File: src/design/depq_pkg.sv
// Shared types, sizes and helpers for the double-ended priority queue.
`default_nettype none
package depq_pkg;

    localparam int CAPACITY    = 64;
    localparam int VALUE_WIDTH = 64;
    localparam int CNT_W       = $clog2(CAPACITY + 1);

    typedef logic signed [VALUE_WIDTH-1:0] t_value;
    typedef logic [CNT_W-1:0]              t_count;

    typedef enum logic [2:0] {
        REQ_INSERT  = 3'd0,
        REQ_SIZE    = 3'd1,
        REQ_CLEAR   = 3'd2,
        REQ_GET_MIN = 3'd3,
        REQ_GET_MAX = 3'd4,
        REQ_POP_MIN = 3'd5,
        REQ_POP_MAX = 3'd6
    } t_req;

    typedef enum logic [1:0] {
        ST_OK    = 2'd0,
        ST_VALUE = 2'd1,
        ST_EMPTY = 2'd2,
        ST_FULL  = 2'd3
    } t_status;

    typedef enum logic [1:0] {
        CELL_HOLD   = 2'd0,
        CELL_INSERT = 2'd1,
        CELL_SHIFT  = 2'd2
    } t_cell_op;

    typedef struct packed {
        t_cell_op op;
        t_value   value;
    } t_cell_ctrl;

    function automatic logic signed [63:0] sext_value(input t_value v);
        sext_value = 64'(v);
    endfunction

endpackage
`default_nettype wire

File: src/design/depq_cell.sv
// One slot of the sorted cell chain: holds a value and trades it with its neighbors.
`default_nettype none
module depq_cell (
    input  wire                    i_clk,
    input  depq_pkg::t_cell_ctrl   i_ctrl,
    input  wire                    i_occ,
    input  depq_pkg::t_value       i_prev_e,
    input  wire                    i_prev_p,
    input  depq_pkg::t_value       i_next_e,
    output depq_pkg::t_value       o_e,
    output logic                   o_p
);

    depq_pkg::t_value r_e;
    depq_pkg::t_value n_e;

    // Set at or after the insert position; empty slots always qualify.
    assign o_p = i_occ ? ($signed(i_ctrl.value) < r_e) : 1'b1;
    assign o_e = r_e;

    always_comb begin
        unique case (i_ctrl.op)
            depq_pkg::CELL_INSERT: begin
                if (i_prev_p) begin
                    n_e = i_prev_e;
                end else if (o_p) begin
                    n_e = i_ctrl.value;
                end else begin
                    n_e = r_e;
                end
            end
            depq_pkg::CELL_SHIFT: n_e = i_next_e;
            default:              n_e = r_e;
        endcase
    end

    always_ff @(posedge i_clk) begin
        r_e <= n_e;
    end

endmodule
`default_nettype wire

File: config.mk
export PLATFORM = sky130hd
export DESIGN_NAME = depq_cell
export DESIGN_NICKNAME = d
export VERILOG_FILES = /design/src/design/depq_pkg.sv /design/src/design/depq_cell.sv
export SDC_FILE = /design/constraint.sdc
export NUM_CORES = 1
export LEC_CHECK = 0
export BUFFER_PORTS_ARGS = -buffer_cell sky130_fd_sc_hd__buf_4
export CAP_MARGIN = 40
export CORE_MARGIN = 2
export CORE_UTILIZATION = 40
export CTS_CLUSTER_DIAMETER = 50
export CTS_CLUSTER_SIZE = 20
export DETAILED_ROUTE_END_ITERATION = 6
export GPL_TIMING_DRIVEN = 0
export PLACE_DENSITY = 0.82
export SYNTH_ARGS = -nofsm -noshare
export SYNTH_HDL_FRONTEND = slang
export SYNTH_SLANG_ARGS = --single-unit
File: constraint.sdc
create_clock -name i_clk -period 4.6 [get_ports i_clk]
set_clock_uncertainty 0.05 [all_clocks]
set_input_delay 0.23 -clock i_clk [delete_from_list [all_inputs] [get_ports i_clk]]
set_output_delay 0.23 -clock i_clk [all_outputs]
set_load 0.02 [all_outputs]
==> impl_metrics.ini <==
[routing]
wl_mm = 15.0
ant_nets = 0
via_per_inst = 5.09
vias = 4775
wl_per_cell_um = 16.0
firstDrtPassIters = 5
drtIter0Drc = 146
drc = 0

[setup_path]
path_class = register to register
cp.arrival_ns = 3.15
start_kind = register
timing.critical_path.buf_inv = 2
end_kind = register
crit_fanout = 41
cp_top_family = simple AND/OR/NAND/NOR gates
crit_top_cell = and4_1
worst-r2r-setup-slack_ns = 1.41
path_cells = inv_1, ha_1, and4_1, nor3b_1, and3_1, and4_1, a21oi_1, nand4_1, and3_4, buf_12
cp_slowest_cell = nor3b_1
max_stage_delay_ns = 0.48
worstPathRequired_ns = 4.56

[clock_network]
cts.sinks = 64
clkLatencyLatePin_ns = 0.33
cts_hold_buf = 0
cts_tree = built
htree_levels = 3
path_clk_slew_ns = 0.06
cts_inserted_buffers = 9
cts_root_buf = clkbuf_16
cts_resized = 0
clockBufferDepth = 2
post-cts-setup-buffers = 0

[sta]
period_needed_ns = 3.19
finalSetupViolations = 0
rsz0062_at_grt = false
max_freq_mhz = 313
fin_ws_ns = 1.41
worst_pin_slew_ns = 0.752
drv_slew = 0
finalHoldViolations = 0
finalCritPeriodShare_pct = 69.4
relSlewSlack_pct = 49.9

[global_route]
grt_use_total_pct = 22.7
grt-ovfl-total = 0
antenna_found_initial = 0
grt_pass1_wl_mm = 23.2
first_global_vias = 4808
grt_max_degree = 42

[run]
maxCapViolations = 0

[power_and_ir_drop]
p_leak_uw = 0.00364
ir_drop_v = 0.000158
p_total_uw = 2080
power_density_mw_per_mm2 = 285

[synthesis]
ys.flop_type = edfxtp_1
yosysSeqAreaShare_pct = 39.3
ys_ff_latch = 64
synth_edf_count = 64
synthDominantCellAreaShare_pct = 39.3
synth_cell_types = 37
synth_area_sq_mm = 0.00489
syn_nets = 774
syn_area_per_cell_sq_um = 9.52
yosysMostFrequentCell = nand2_1
async_flop_share_pct = 0
synth-warning-count = 0
synth_common_cells = nand2_1 (81), o21ai_0 (74), inv_1 (66)
synthTopCellsByArea = edfxtp_1 (39%), ha_1 (16%), mux2i_1 (13%), o21ai_0 (7.6%), nand2_1 (6.2%)
synth_top_area_cell = edfxtp_1
syn_inst = 514

[finish]
fin_nets = 1047
syn_to_final_growth_pct = 49.5
fill_cells = 1058
largest_register_ff_count = 64
fin_area_sq_mm = 0.00731
layout-drive-gt1-share_pct = 35.7
diodes = 0
final_core_util_pct = 61.1

[place]
dp_hpwl_mm = 12.1
gp_congestion = 0.815
post-place-ws_ns = 1.39
io_buffers = 261
dpl_cell_area_sq_mm = 0.00706

[worst_hold_path]
hold_path_class = input port to register

[floorplanning]
die_area_sq_mm = 0.0131
die_w_um = 115
io_pins = 262
rows = 40
core_area_sq_mm = 0.0120
dieHeight_um = 115
start_util_pct = 40.9

[outcome]
status = complete, no violations
-- path summary, 6_finish.rpt --
| check | start | end | cells past startpoint |
|---|---|---|---|
| max | o_e[46]$_DFFE_PP_ | o_e[37]$_DFFE_PP_ | 10 |
| min | i_next_e[48] | o_e[48]$_DFFE_PP_ | 3 |
| max reg2reg | o_e[46]$_DFFE_PP_ | o_e[37]$_DFFE_PP_ | 10 |
| min reg2reg | o_e[15]$_DFFE_PP_ | o_e[47]$_DFFE_PP_ | 7 |
-- cell type report --
type,count,area [sq um],share of cell area (%)
inverters,66,248,3.39
flip-flops and latches,64,1920,26.3
clock inverters,6,27.5,0.376
clock buffers,9,225,3.08
well taps,147,184,2.51
multi-input cells,363,2650,36.2
repair buffers,262,1980,27.1
plain buffers,21,80.1,1.09
-- cell usage in the layout (no fill, tap or decap), types with 2 or more instances in the layout --
cell type,n
mux2i_1,64
nor2_1,3
nand3_1,7
clkbuf_16,9
a21o_1,2
buf_1,5
clkinv_1,2
nand2_1,81
and4_1,4
o21ai_1,2
edfxtp_1,64
a21oi_1,25
a211oi_1,2
o2111ai_1,2
clkinv_2,4
a221oi_1,2
ha_1,63
nor3_1,4
clkbuf_1,15
nand4_1,8
inv_1,66
buf_4,261
a221o_1,3
o21ai_0,74
-- worst register-to-register path: cells and delay by family, from the launching register on --
family | cells | cell delay, ns
simple gates | 6 | 1.68
flops | 1 | 0.36
buf+inv | 2 | 0.35
compound gates | 1 | 0.10
fa+ha+maj | 1 | 0.31
-- layer usage --
layer	track usage [%]	wire length, um	vias up
met5	0	0	-
li1	-	-	2395
met2	41.5	7550	186
met3	5.24	1100	23
met1	26.0	6070	2171
met4	7.32	286	0
-- cells by family after synthesis --
logic type / share of synthesized area, %
AO/OA/AOI/OAI: 13.4
adder cells (fa/ha/maj): 16.1
buffers and inverters: 6.70
multiplexers: 13.1
XOR/XNOR: 0.179
flip-flops: 39.3
AND/OR/NAND/NOR: 11.2
-- report_power, final --
part	internal (uW)	leakage, uW	switching [uW]
Combinational	333	0.00288	376
Clock	353	0.000130	246
Sequential	740	0.000628	35.2
Total	1430	0.00364	657
-- metrics by stage --
| step | hold WS (ns) | cells | TNS (ns) |
|---|---|---|---|
| after floorplan | 0.367 | 514 | 0 |
| after global placement | 0.453 | 922 | -17.80 |
| after detailed placement | 0.458 | 923 | 0 |
| after CTS | 0.118 | 938 | 0 |
| after global routing | 0.121 | 938 | 0 |
| final | 0.124 | 938 | 0 |
Power figures use the tool's default switching activity.
